<file path="src/lslf_pkg.sv">
// Shared types, widths and helpers for the least-squares line fit block.
// Depends on nothing; used by least_squares_line_fit_top.
package lslf_pkg;

  localparam int MAX_POINTS = 1024;

  // Point counter holds 0..MAX_POINTS.
  localparam int CNT_W = $clog2(MAX_POINTS + 1);
  // Accumulator widths follow from the Q8.8 input range and the point limit.
  localparam int SX_W  = CNT_W + 16;   // signed sum of x or y
  localparam int SXX_W = CNT_W + 30;   // unsigned sum of x*x
  localparam int SXY_W = CNT_W + 31;   // signed sum of x*y
  // Multiplier operand of the shift-add multiply covers both n and Sx.
  localparam int MB_W  = SX_W;
  // Datapath width holds slope*Sx, the widest intermediate, with sign.
  localparam int DW     = 3 * CNT_W + 63;
  localparam int STEP_W = $clog2(DW);

  typedef enum logic [1:0] {
    ST_OK    = 2'd0,
    ST_FEW   = 2'd1,
    ST_DEGEN = 2'd2,
    ST_MANY  = 2'd3
  } status_e;

  typedef struct packed {
    logic signed [15:0] x_value;
    logic signed [15:0] y_value;
    logic               last_point;
  } lslf_in_t;

  typedef struct packed {
    logic signed [31:0] slope;
    logic signed [31:0] intercept;
    status_e            status;
  } lslf_out_t;

  // Clamp a signed datapath word to signed 32 bits.
  function automatic logic [31:0] sat32(input logic [DW-1:0] v);
    logic [31:0] r;
    if (v[DW-1]) begin
      r = (&v[DW-1:31]) ? v[31:0] : 32'h8000_0000;
    end else begin
      r = (|v[DW-2:31]) ? 32'h7FFF_FFFF : v[31:0];
    end
    return r;
  endfunction

endpackage

</file>
<file path="src/least_squares_line_fit_top.sv">
// Least-squares line fit: point accumulation and the shared-adder sequencer
// that forms slope and intercept. Depends on lslf_pkg.
//
// Usage:
//   Input channel (in_valid_i / in_ready_o / in_data_i) carries one point per
//   request: x_value and y_value in signed Q8.8 and a last_point mark. Output
//   channel (out_valid_o / out_ready_i / out_data_o) carries one result per
//   set: slope and intercept in signed Q16.16, saturated, plus a status code.
//   For each point the accept cycle updates n, Sx and Sy, then a single
//   16x16 multiplier feeds Sxx and Sxy; in_ready_o stays low meanwhile.
//   On a last point a sequencer drives one 96-bit adder/subtractor through
//   five shift-add multiplies, a denominator check and two restoring
//   divides, then loads the result register. Too-many and too-few sets
//   go straight to the output step; a degenerate-x set stops after the
//   denominator check. Every error result carries zero slope and
//   intercept.
//   The result sits in an output register; the block accepts points for the
//   next set while it waits. If the receiver stalls when the next result is
//   ready, the sequencer holds in its output step until the register frees.
//   Reset (rst_ni low, asynchronous) clears all sums, the point count, the
//   overflow mark and the output valid; the block is ready right after.
module least_squares_line_fit_top (
  input  logic                clk_i,
  input  logic                rst_ni,
  input  logic                in_valid_i,
  output logic                in_ready_o,
  input  lslf_pkg::lslf_in_t  in_data_i,
  output logic                out_valid_o,
  input  logic                out_ready_i,
  output lslf_pkg::lslf_out_t out_data_o
);

  localparam int CNT_W  = lslf_pkg::CNT_W;
  localparam int SX_W   = lslf_pkg::SX_W;
  localparam int SXX_W  = lslf_pkg::SXX_W;
  localparam int SXY_W  = lslf_pkg::SXY_W;
  localparam int MB_W   = lslf_pkg::MB_W;
  localparam int DW     = lslf_pkg::DW;
  localparam int STEP_W = lslf_pkg::STEP_W;

  // Sequencer states
  localparam logic [3:0] S_IDLE     = 4'd0;
  localparam logic [3:0] S_ACC_XX   = 4'd1;
  localparam logic [3:0] S_ACC_XY   = 4'd2;
  localparam logic [3:0] S_FIN      = 4'd3;
  localparam logic [3:0] S_MUL      = 4'd4;
  localparam logic [3:0] S_MUL_END  = 4'd5;
  localparam logic [3:0] S_DEN_CHK  = 4'd6;
  localparam logic [3:0] S_DIV_PREP = 4'd7;
  localparam logic [3:0] S_DIV      = 4'd8;
  localparam logic [3:0] S_DIV_END  = 4'd9;
  localparam logic [3:0] S_OUT      = 4'd10;

  // Which product the shared multiply is forming
  localparam logic [2:0] PH_NSXX  = 3'd0;
  localparam logic [2:0] PH_SXSX  = 3'd1;
  localparam logic [2:0] PH_NSXY  = 3'd2;
  localparam logic [2:0] PH_SXSY  = 3'd3;
  localparam logic [2:0] PH_SLOPE = 3'd4;

  logic [3:0] state_q, state_d;

  // Set accumulators
  logic [CNT_W-1:0] cnt_q, cnt_d;
  logic [SX_W-1:0]  sx_q, sx_d;
  logic [SX_W-1:0]  sy_q, sy_d;
  logic [SXX_W-1:0] sxx_q, sxx_d;
  logic [SXY_W-1:0] sxy_q, sxy_d;
  logic             ovf_q, ovf_d;

  // Held point
  logic signed [15:0] x_q, x_d;
  logic signed [15:0] y_q, y_d;
  logic               last_q, last_d;

  // Fit datapath
  logic [DW-1:0]     acc_q, acc_d;   // product accumulator
  logic [DW-1:0]     mca_q, mca_d;   // multiplicand, shifts left
  logic [MB_W-1:0]   mcb_q, mcb_d;   // multiplier, shifts right
  logic [DW-1:0]     t_q, t_d;       // first product, later the slope
  logic [DW-1:0]     dvd_q, dvd_d;   // dividend magnitude / quotient
  logic [DW-1:0]     dsr_q, dsr_d;   // divisor
  logic [DW-1:0]     rem_q, rem_d;
  logic              neg_q, neg_d;
  logic              div_icpt_q, div_icpt_d;
  logic [2:0]        ph_q, ph_d;
  logic [STEP_W-1:0] step_q, step_d;
  lslf_pkg::status_e status_q, status_d;

  // Output register
  lslf_pkg::lslf_out_t out_q, out_d;
  logic                out_valid_q, out_valid_d;
  logic                out_load;

  // Shared adder/subtractor
  logic [DW-1:0] add_a, add_b, add_sum;
  logic          add_sub;

  // Point multiplier
  logic signed [15:0] pm_b;
  logic signed [31:0] pm_prod;

  logic               in_accept;
  logic               cnt_full;
  logic [DW-1:0]      rem_shift;
  logic [DW-1:0]      prep_op;
  logic [DW-1:0]      sx_ext, sy_sh16, sxx_ext, sxy_ext;
  logic [MB_W-1:0]    n_mb;

  assign in_ready_o  = (state_q == S_IDLE);
  assign in_accept   = in_valid_i && in_ready_o;
  assign cnt_full    = (cnt_q == CNT_W'(lslf_pkg::MAX_POINTS));
  assign out_valid_o = out_valid_q;
  assign out_data_o  = out_q;
  assign out_load    = (state_q == S_OUT) && (!out_valid_q || out_ready_i);

  assign pm_b    = (state_q == S_ACC_XX) ? x_q : y_q;
  assign pm_prod = x_q * pm_b;

  assign sx_ext  = {{(DW-SX_W){sx_q[SX_W-1]}}, sx_q};
  assign sy_sh16 = {{(DW-SX_W-16){sy_q[SX_W-1]}}, sy_q, 16'h0000};
  assign sxx_ext = {{(DW-SXX_W){1'b0}}, sxx_q};
  assign sxy_ext = {{(DW-SXY_W){sxy_q[SXY_W-1]}}, sxy_q};
  assign n_mb    = {{(MB_W-CNT_W){1'b0}}, cnt_q};

  assign rem_shift = {rem_q[DW-2:0], dvd_q[DW-1]};
  // Slope divides num*2^16, intercept divides its numerator as it stands
  assign prep_op   = div_icpt_q ? dvd_q : {dvd_q[DW-17:0], 16'h0000};

  // Operand select for the one wide adder
  always_comb begin
    add_a   = '0;
    add_b   = '0;
    add_sub = 1'b0;
    case (state_q)
      S_MUL: begin
        add_a   = acc_q;
        add_b   = mca_q;
        // sign bit of the multiplier weighs negative
        add_sub = (step_q == STEP_W'(MB_W - 1));
      end
      S_MUL_END: begin
        add_a   = (ph_q == PH_SLOPE) ? sy_sh16 : t_q;
        add_b   = acc_q;
        add_sub = 1'b1;
      end
      S_DIV: begin
        add_a   = rem_shift;
        add_b   = dsr_q;
        add_sub = 1'b1;
      end
      S_DIV_PREP: begin
        add_b   = prep_op;
        add_sub = 1'b1;
      end
      S_DIV_END: begin
        add_b   = dvd_q;
        add_sub = 1'b1;
      end
      default: begin
        add_sub = 1'b0;
      end
    endcase
  end

  assign add_sum = add_a + (add_b ^ {DW{add_sub}}) + {{(DW-1){1'b0}}, add_sub};

  always_comb begin
    state_d    = state_q;
    cnt_d      = cnt_q;
    sx_d       = sx_q;
    sy_d       = sy_q;
    sxx_d      = sxx_q;
    sxy_d      = sxy_q;
    ovf_d      = ovf_q;
    x_d        = x_q;
    y_d        = y_q;
    last_d     = last_q;
    acc_d      = acc_q;
    mca_d      = mca_q;
    mcb_d      = mcb_q;
    t_d        = t_q;
    dvd_d      = dvd_q;
    dsr_d      = dsr_q;
    rem_d      = rem_q;
    neg_d      = neg_q;
    div_icpt_d = div_icpt_q;
    ph_d       = ph_q;
    step_d     = step_q;
    status_d   = status_q;
    out_d      = out_q;
    out_valid_d = out_valid_q;

    if (out_valid_q && out_ready_i) begin
      out_valid_d = 1'b0;
    end

    case (state_q)
      S_IDLE: begin
        if (in_accept) begin
          x_d    = in_data_i.x_value;
          y_d    = in_data_i.y_value;
          last_d = in_data_i.last_point;
          if (cnt_full) begin
            // drop the point, remember the set overran
            ovf_d   = 1'b1;
            state_d = in_data_i.last_point ? S_FIN : S_IDLE;
          end else begin
            cnt_d   = cnt_q + 1'b1;
            sx_d    = sx_q + {{(SX_W-16){in_data_i.x_value[15]}}, in_data_i.x_value};
            sy_d    = sy_q + {{(SX_W-16){in_data_i.y_value[15]}}, in_data_i.y_value};
            state_d = S_ACC_XX;
          end
        end
      end
      S_ACC_XX: begin
        sxx_d   = sxx_q + {{(SXX_W-31){1'b0}}, pm_prod[30:0]};
        state_d = S_ACC_XY;
      end
      S_ACC_XY: begin
        sxy_d   = sxy_q + {{(SXY_W-32){pm_prod[31]}}, pm_prod};
        state_d = last_q ? S_FIN : S_IDLE;
      end
      S_FIN: begin
        if (ovf_q) begin
          status_d = lslf_pkg::ST_MANY;
          state_d  = S_OUT;
        end else if (cnt_q < CNT_W'(2)) begin
          status_d = lslf_pkg::ST_FEW;
          state_d  = S_OUT;
        end else begin
          status_d = lslf_pkg::ST_OK;
          acc_d    = '0;
          mca_d    = sxx_ext;
          mcb_d    = n_mb;
          step_d   = '0;
          ph_d     = PH_NSXX;
          state_d  = S_MUL;
        end
      end
      S_MUL: begin
        if (mcb_q[0]) begin
          acc_d = add_sum;
        end
        mca_d  = {mca_q[DW-2:0], 1'b0};
        mcb_d  = {1'b0, mcb_q[MB_W-1:1]};
        step_d = step_q + 1'b1;
        if (step_q == STEP_W'(MB_W - 1)) begin
          state_d = S_MUL_END;
        end
      end
      S_MUL_END: begin
        // start the next product by default
        acc_d   = '0;
        step_d  = '0;
        state_d = S_MUL;
        case (ph_q)
          PH_NSXX: begin
            t_d   = acc_q;
            mca_d = sx_ext;
            mcb_d = sx_q;
            ph_d  = PH_SXSX;
          end
          PH_SXSX: begin
            dsr_d   = add_sum;           // denominator
            state_d = S_DEN_CHK;
          end
          PH_NSXY: begin
            t_d   = acc_q;
            mca_d = sx_ext;
            mcb_d = sy_q;
            ph_d  = PH_SXSY;
          end
          PH_SXSY: begin
            dvd_d      = add_sum;        // slope numerator
            div_icpt_d = 1'b0;
            state_d    = S_DIV_PREP;
          end
          PH_SLOPE: begin
            dvd_d      = add_sum;        // intercept numerator
            dsr_d      = {{(DW-CNT_W-8){1'b0}}, cnt_q, 8'h00};
            div_icpt_d = 1'b1;
            state_d    = S_DIV_PREP;
          end
          default: begin
            state_d = S_IDLE;
          end
        endcase
      end
      S_DEN_CHK: begin
        if ((dsr_q == '0) || dsr_q[DW-1]) begin
          status_d = lslf_pkg::ST_DEGEN;
          state_d  = S_OUT;
        end else begin
          acc_d   = '0;
          mca_d   = sxy_ext;
          mcb_d   = n_mb;
          step_d  = '0;
          ph_d    = PH_NSXY;
          state_d = S_MUL;
        end
      end
      S_DIV_PREP: begin
        // divide magnitudes, restore the sign afterwards
        neg_d   = prep_op[DW-1];
        dvd_d   = prep_op[DW-1] ? add_sum : prep_op;
        rem_d   = '0;
        step_d  = '0;
        state_d = S_DIV;
      end
      S_DIV: begin
        if (!add_sum[DW-1]) begin
          rem_d = add_sum;
          dvd_d = {dvd_q[DW-2:0], 1'b1};
        end else begin
          rem_d = rem_shift;
          dvd_d = {dvd_q[DW-2:0], 1'b0};
        end
        step_d = step_q + 1'b1;
        if (step_q == STEP_W'(DW - 1)) begin
          state_d = S_DIV_END;
        end
      end
      S_DIV_END: begin
        if (div_icpt_q) begin
          dvd_d   = neg_q ? add_sum : dvd_q;
          state_d = S_OUT;
        end else begin
          // unsaturated slope feeds slope*Sx
          t_d     = neg_q ? add_sum : dvd_q;
          acc_d   = '0;
          mca_d   = neg_q ? add_sum : dvd_q;
          mcb_d   = sx_q;
          step_d  = '0;
          ph_d    = PH_SLOPE;
          state_d = S_MUL;
        end
      end
      S_OUT: begin
        if (out_load) begin
          out_valid_d = 1'b1;
          out_d.status = status_q;
          if (status_q == lslf_pkg::ST_OK) begin
            out_d.slope     = lslf_pkg::sat32(t_q);
            out_d.intercept = lslf_pkg::sat32(dvd_q);
          end else begin
            out_d.slope     = '0;
            out_d.intercept = '0;
          end
          // clear the set
          cnt_d   = '0;
          sx_d    = '0;
          sy_d    = '0;
          sxx_d   = '0;
          sxy_d   = '0;
          ovf_d   = 1'b0;
          state_d = S_IDLE;
        end
      end
      default: begin
        state_d = S_IDLE;
      end
    endcase
  end

  always_ff @(posedge clk_i or negedge rst_ni) begin
    if (!rst_ni) begin
      state_q     <= S_IDLE;
      cnt_q       <= '0;
      sx_q        <= '0;
      sy_q        <= '0;
      sxx_q       <= '0;
      sxy_q       <= '0;
      ovf_q       <= 1'b0;
      out_valid_q <= 1'b0;
    end else begin
      state_q     <= state_d;
      cnt_q       <= cnt_d;
      sx_q        <= sx_d;
      sy_q        <= sy_d;
      sxx_q       <= sxx_d;
      sxy_q       <= sxy_d;
      ovf_q       <= ovf_d;
      out_valid_q <= out_valid_d;
    end
  end

  always_ff @(posedge clk_i) begin
    x_q        <= x_d;
    y_q        <= y_d;
    last_q     <= last_d;
    acc_q      <= acc_d;
    mca_q      <= mca_d;
    mcb_q      <= mcb_d;
    t_q        <= t_d;
    dvd_q      <= dvd_d;
    dsr_q      <= dsr_d;
    rem_q      <= rem_d;
    neg_q      <= neg_d;
    div_icpt_q <= div_icpt_d;
    ph_q       <= ph_d;
    step_q     <= step_d;
    status_q   <= status_d;
    out_q      <= out_d;
  end

  // The overflow mark only appears once the count has reached its limit
  a_ovf_full: assert property (@(posedge clk_i) disable iff (!rst_ni)
    ovf_q |-> cnt_full)
    else $error("overflow mark set below the point limit");

  // Error results carry zero slope and intercept
  a_err_zero: assert property (@(posedge clk_i) disable iff (!rst_ni)
    (out_valid_o && (out_data_o.status != lslf_pkg::ST_OK)) |->
      (out_data_o.slope == '0) && (out_data_o.intercept == '0))
    else $error("error result with nonzero fields");

  // The divider never runs on a zero divisor
  a_div_nonzero: assert property (@(posedge clk_i) disable iff (!rst_ni)
    (state_q == S_DIV) |-> (dsr_q != '0))
    else $error("divide with zero divisor");

  // Issuing a result clears the set
  a_set_clear: assert property (@(posedge clk_i) disable iff (!rst_ni)
    out_load |=> (cnt_q == '0) && (sx_q == '0) && (sxx_q == '0) && !ovf_q && out_valid_o)
    else $error("set not cleared after result");

endmodule

</file>
<file path="config.mk">
export PLATFORM = sky130hd
export DESIGN_NAME = least_squares_line_fit_top
export DESIGN_NICKNAME = d
export VERILOG_FILES = /design/src/lslf_pkg.sv /design/src/least_squares_line_fit_top.sv
export SDC_FILE = /design/constraint.sdc
export NUM_CORES = 2
export LEC_CHECK = 0
export BUFFER_PORTS_ARGS = -buffer_cell sky130_fd_sc_hd__buf_2
export CORE_ASPECT_RATIO = 1.5
export CORE_MARGIN = 1
export CORE_UTILIZATION = 55
export CTS_CLUSTER_SIZE = 40
export DETAILED_ROUTE_END_ITERATION = 12
export GPL_TIMING_DRIVEN = 1
export PLACE_DENSITY = 0.69
export SLEW_MARGIN = 10
export SYNTH_ARGS = -nofsm -noshare
export SYNTH_HDL_FRONTEND = slang
export SYNTH_SLANG_ARGS = --single-unit
</file>
<file path="constraint.sdc">
create_clock -name clk_i -period 30.4 [get_ports clk_i]
set_input_delay 0 -clock clk_i [delete_from_list [all_inputs] [get_ports clk_i]]
set_output_delay 0 -clock clk_i [all_outputs]
set_load 0.02 [all_outputs]
</file>
# [Word level (Yosys, flattened, before mapping)]
# Index checks and enable logic that the tools add are counted.
[word_totals] register_bits=869
[classes] muxes=92 order_cmp=1 addsub=8 bitwise_logic=1 eq_ne=33 reduce_logical=48 n_mul=1
[op_table] op="96-bit 2-to-1 mux" n=17
[op_table] op="96-bit case mux with 5 select lines" n=3
[op_table] op="96-bit case mux with 2 select lines" n=2
[op_table] op="96-bit case mux with 4 select lines" n=1
[op_table] op="96-bit case mux with 3 select lines" n=1
[op_table] op="27-bit 2-to-1 mux" n=9
[op_table] op="32-bit 2-to-1 mux" n=6
[op_table] op="95-bit case mux with 2 select lines" n=1
[op_table] op="27-bit case mux with 2 select lines" n=3
[op_table] op="27-bit case mux with 5 select lines" n=1
[op_table] op="65-bit AND reduction" n=2
[op_table] op="64-bit OR reduction" n=2
[op_table] op="96-bit by 1-bit adder with 96-bit output" n=1
[op_table] op="96-bit adder" n=1
[op_table] op="96-bit zero test" n=1
[op_table] op="96-bit XOR" n=1
[op_table] op="95-bit 2-to-1 mux" n=1
[op_table] op="42-bit case mux with 2 select lines" n=1
[op_table] op="41-bit case mux with 2 select lines" n=1
[op_table] op="27-bit adder" n=2
[op_table] op="4-bit case mux with 11 select lines" n=1
[op_table] op="42-bit adder" n=1
[op_table] op="42-bit 2-to-1 mux" n=1
[op_table] op="41-bit by 31-bit adder with 41-bit output" n=1
[op_table] op="48 further kinds" n=123

# [Logic depth before layout (Yosys ltp)]
[depth] depth_word=9 depth_mapped=48 depth_no_buf=44

# [Worst setup path before layout]
# Ideal clock, no wire load.
[synth_timing] kind="register to register" start="register state_q[2]" end="register sxy_q[41]" path_buffers=5 path_slack_ns=20.542 path_stages_with_launch=44 setup_ns=0.069 t_arrival_ns=9.789 synth_period_minus_slack_ns=9.858 path_cell_list="dfrtp_1 clkbuf_1 clkbuf_1 nor2_1 nand2_1 clkbuf_1 clkbuf_1 nand2_1 nand2_1 clkbuf_1 nand2_1 fa_1 inv_1 fa_1 ha_1 fa_1 inv_1 fa_1 (+8 left out) o21ai_0 o41ai_2 o21bai_1 a21oi_1 xnor2_1 ha_1 and3_1 nand3_1 nor2_1 nand3_1 o21ai_0 a311o_1 a21oi_1 o211ai_1 a311oi_1 xnor2_1 or3_1 nand3_1"
[synth_between] elab_chain_len=5 word_cells_on_any_way=11 classes_between="add/sub (1); mul (1); eq/ne (4); mux (2); reduce/logical (3)"
[synth_lines] element="start, declared" line_no="least_squares_line_fit_top.sv:61" rtl="logic [3:0] state_q, state_d;"
[synth_lines] element="start signal, assigned" line_no="least_squares_line_fit_top.sv:377" rtl="state_q <= state_d;"
[synth_lines] element="4-bit by 1-bit equality test with 1-bit output" line_no="least_squares_line_fit_top.sv:117" rtl="assign pm_b = (state_q == S_ACC_XX) ? x_q : y_q;"
[synth_lines] element="16-bit 2-to-1 mux" line_no="least_squares_line_fit_top.sv:117"
[synth_lines] element="16-bit by 16-bit multiplier with 32-bit output" line_no="least_squares_line_fit_top.sv:118" rtl="assign pm_prod = x_q * pm_b;"
[synth_lines] element="42-bit adder" line_no="least_squares_line_fit_top.sv:221" rtl="sxy_d = sxy_q + {{(SXY_W-32){pm_prod[31]}}, pm_prod};"
[synth_lines] element="42-bit case mux with 2 select lines" line_no="least_squares_line_fit_top.sv:198" rtl="case (state_q)"
[synth_lines] element="end signal, assigned" line_no="least_squares_line_fit_top.sv:382" rtl="sxy_q <= sxy_d;"
[synth_lines] element="end, declared" line_no="least_squares_line_fit_top.sv:68" rtl="logic [SXY_W-1:0] sxy_q, sxy_d;"
# Parallel ways exist; a longest one is shown, timed or not.
# A chain may end at the register's enable or synchronous reset.

# [Worst setup path after layout]
[layout_timing] start="register state_q[1]" end="register sxy_q[41]"
# The elaborated chain is that of the path after synthesis.

==> metrics.csv <==
stage;metric;value;unit
clock_tree;h-tree-depth;3;
global_routing;grt_max_degree;128;
setup_path;arrival;13.07;ns
timing;final_hold_viol_count;0;
routing;num_vias;60557;
setup_path;critPathTopFamily;compound AO/OA/AOI/OAI gates;
clock_tree;clk_pin_slew;0.06;ns
logic_synthesis;syn_area_per_cell;9.16;sq um
logic_synthesis;yosysSeqAreaShare;38.1;%
global_routing;grt_overflow_total;0;
logic_synthesis;synth_flop_cell;edfxtp_1;
floorplanning;fp.dieH;428;microns
timing;setup_slack;17.98;ns
setup_path;ff2ff_setup_slack;17.98;ns
finish;drive_above_1_share;7.02;%
worst_hold_path;min_path_type;in2reg;
logic_synthesis;synth_nets;7873;
clock_tree;numCtsBuffers;92;
routing;wire_per_inst;31.0;microns
setup_path;criticalPathCategory;reg2reg;
global_routing;grt_pass1_wl;397000;microns
floorplanning;die_width;286;microns
finish;fin_nets;7772;
clock_tree;cts_tree;built;
timing;slew_violations;0;
placed_design;port_buffers;104;
logic_synthesis;ys_ff_latch;869;
finish;syn_to_final_growth;8.29;%
setup_path;endpoint_kind;flip-flop;
setup_path;worstPathRequired;31.05;ns
logic_synthesis;ys_async_sr_fraction;17.7;%
clock_tree;ctsHoldBuffers;38;
global_routing;antenna_found_initial;9;
timing;setup_viol;0;
timing;slew_headroom;10.7;%
flow_run;max-cap-violations;0;
clock_tree;cts_max_path_buffers;3;
setup_path;critPathMaxStageDelay;0.94;ns
clock_tree;cts.sinks;869;
routing;routed_wl;273000;microns
logic_synthesis;synth_top_area_share;32.3;%
setup_path;crit_buf_inv;5;
worst_hold_path;min_delay_path_depth;2;
floorplanning;die_area;122000;sq um
timing;final.setup.tns;0;ns
setup_path;crit_fanout;38;
logic_synthesis;synth_top_area_cell;edfxtp_1;
timing;fmax;80.5;MHz
floorplanning;initial_utilization;55.7;%
timing;layout_min_cycle_time;12.42;ns
run_status;status;finished with violations;
timing;skew;0.0627;ns
timing;hold_ws;0.0218;ns
global_routing;grt_pass1_vias;59943;
placed_design;gp_congestion;1.03;
floorplanning;core;119000;sq um
clock_tree;cts-root-buf;clkbuf_16;
finish;final_cell_mix;nand2_1 (959), nor2_1 (735), edfxtp_1 (715);
logic_synthesis;netlist_area;66500;sq um
logic_synthesis;synth_cell_types;99;
setup_path;path_common_cell;fa_1;
routing;ant_nets;0;
placed_design;dp_hpwl;190000;microns
setup_path;cp-start-kind;flip-flop;
clock_tree;cts_setup_buffers;0;
logic_synthesis;synth_edf_count;715;
logic_synthesis;synth_area_leaders;edfxtp_1 (32%), fa_1 (8.0%), ha_1 (5.8%), dfrtp_1 (5.8%), nand2_1 (5.5%);
placed_design;place_ws;18.18;ns
setup_path;r2r_cells;39;
setup_path;worstSetupPathDepth;39;
routing;drt_pass1_iterations;13;
floorplanning;ios;105;
run_status;failed_checks;design-rule violations;
timing;worst_slew_pin_slew;1.33;ns
floorplanning;core.rowCount;155;
logic_synthesis;yosysWarnings;0;
clock_tree;insertion_delay;0.77;ns
global_routing;grt_usage;44.2;%
routing;drc;2;
logic_synthesis;synth_cells;7260;
routing;viasPerCell;6.87;
timing;fin_crit_sh;40.9;%
clock_tree;ctsResizeCount;0;
timing;rsz0062_at_grt;no;
routing;drtIter0Drc;7900;
setup_path;critPathSlowestCell;mux2i_2;
finish;layout_commonest_cell;nand2_1;
[sequential cells by signal, summed over array words and instances, names as in the netlist, 2 cells and up]
name / count
acc_q: 96
cnt_q: 11
dsr_q: 96
dvd_q: 96
mca_q: 96
mcb_q: 27
out_data_o: 66
ph_q: 3
rem_q: 95
state_q: 4
status_q: 2
step_q: 7
sx_q: 27
sxx_q: 41
sxy_q: 42
sy_q: 27
t_q: 96
x_q: 16
y_q: 16
[through the flow]
| stage | area [sq um] | util, % | std cells |
|---|---|---|---|
| 2_1_floorplan | 66500 | - | 7260 |
| 6_report | 72000 | 60.3 | 8809 |
| 4_1_cts | 72000 | 60.3 | 8801 |
| 3_3_place_gp | 68500 | 57.4 | 8595 |
| 3_5_place_dp | 68500 | 57.4 | 8595 |
| 5_1_grt | 72000 | 60.3 | 8804 |
[routing by layer]
layer | track usage, % | vias up | share of wire, %
met5 | 0.437 | - | 0.059
met4 | 41.8 | 14 | 12
met3 | 9.01 | 1327 | 9.5
met2 | 71.3 | 4042 | 47
met1 | 48.2 | 29338 | 32
li1 | - | 25836 | -
[worst register-to-register path: cells and delay by family, from the launching register on]
kind | cells | cell delay (ns)
adder cells (fa/ha/maj) | 8 | 3.44
AO/OA/AOI/OAI | 14 | 4.57
AND/OR/NAND/NOR | 9 | 1.47
multiplexers | 1 | 0.96
buffers and inverters | 5 | 0.64
flip-flops | 1 | 0.92
XOR/XNOR | 2 | 0.33
[final timing paths]
kind	end	from
setup / recovery	sxy_q[41]	state_q[1]
min in group asynchronous	sxy_q[37]	rst_ni
setup reg to reg	sxy_q[41]	state_q[1]
hold / removal	y_q[5]	in_data_i[6]
hold reg to reg	ovf_q	ovf_q
max in group asynchronous	sx_q[16]	rst_ni
[synthesized netlist by cell type (109+ instances only)]
| cell | instances |
|---|---|
| nand3_1 | 228 |
| clkbuf_1 | 384 |
| a222oi_1 | 155 |
| xnor2_1 | 235 |
| nor2b_1 | 109 |
| nand2_1 | 971 |
| edfxtp_1 | 715 |
| inv_1 | 438 |
| dfrtp_1 | 154 |
| mux2i_1 | 127 |
| o21ai_0 | 338 |
| a21o_1 | 155 |
| xor2_1 | 128 |
| fa_1 | 267 |
| ha_1 | 309 |
| a21oi_1 | 556 |
| nor2_1 | 745 |
| a22oi_1 | 112 |
[layout make-up]
class	count	area [sq um]
multi-input cells	5487	38100
inverters	445	1680
repair buffers	264	1920
flip-flops and latches	869	25300
well taps	1570	1960
fillers	10509	47400
clock inverters	49	500
diodes	6	15.0
clock buffers	119	2560
[cell families after synthesis]
kind of cell	after synthesis	share of synthesized area (%)
buffers and inverters	904	5.18
AND/OR/NAND/NOR	2548	17.1
multiplexers	168	2.60
flip-flops	869	38.1
adder cells (fa/ha/maj)	576	13.8
AO/OA/AOI/OAI	1829	18.3
XOR/XNOR	366	4.87
Power is not shown: default switching activity piles up to over one toggle a cycle in this logic, so the estimate is an artifact.
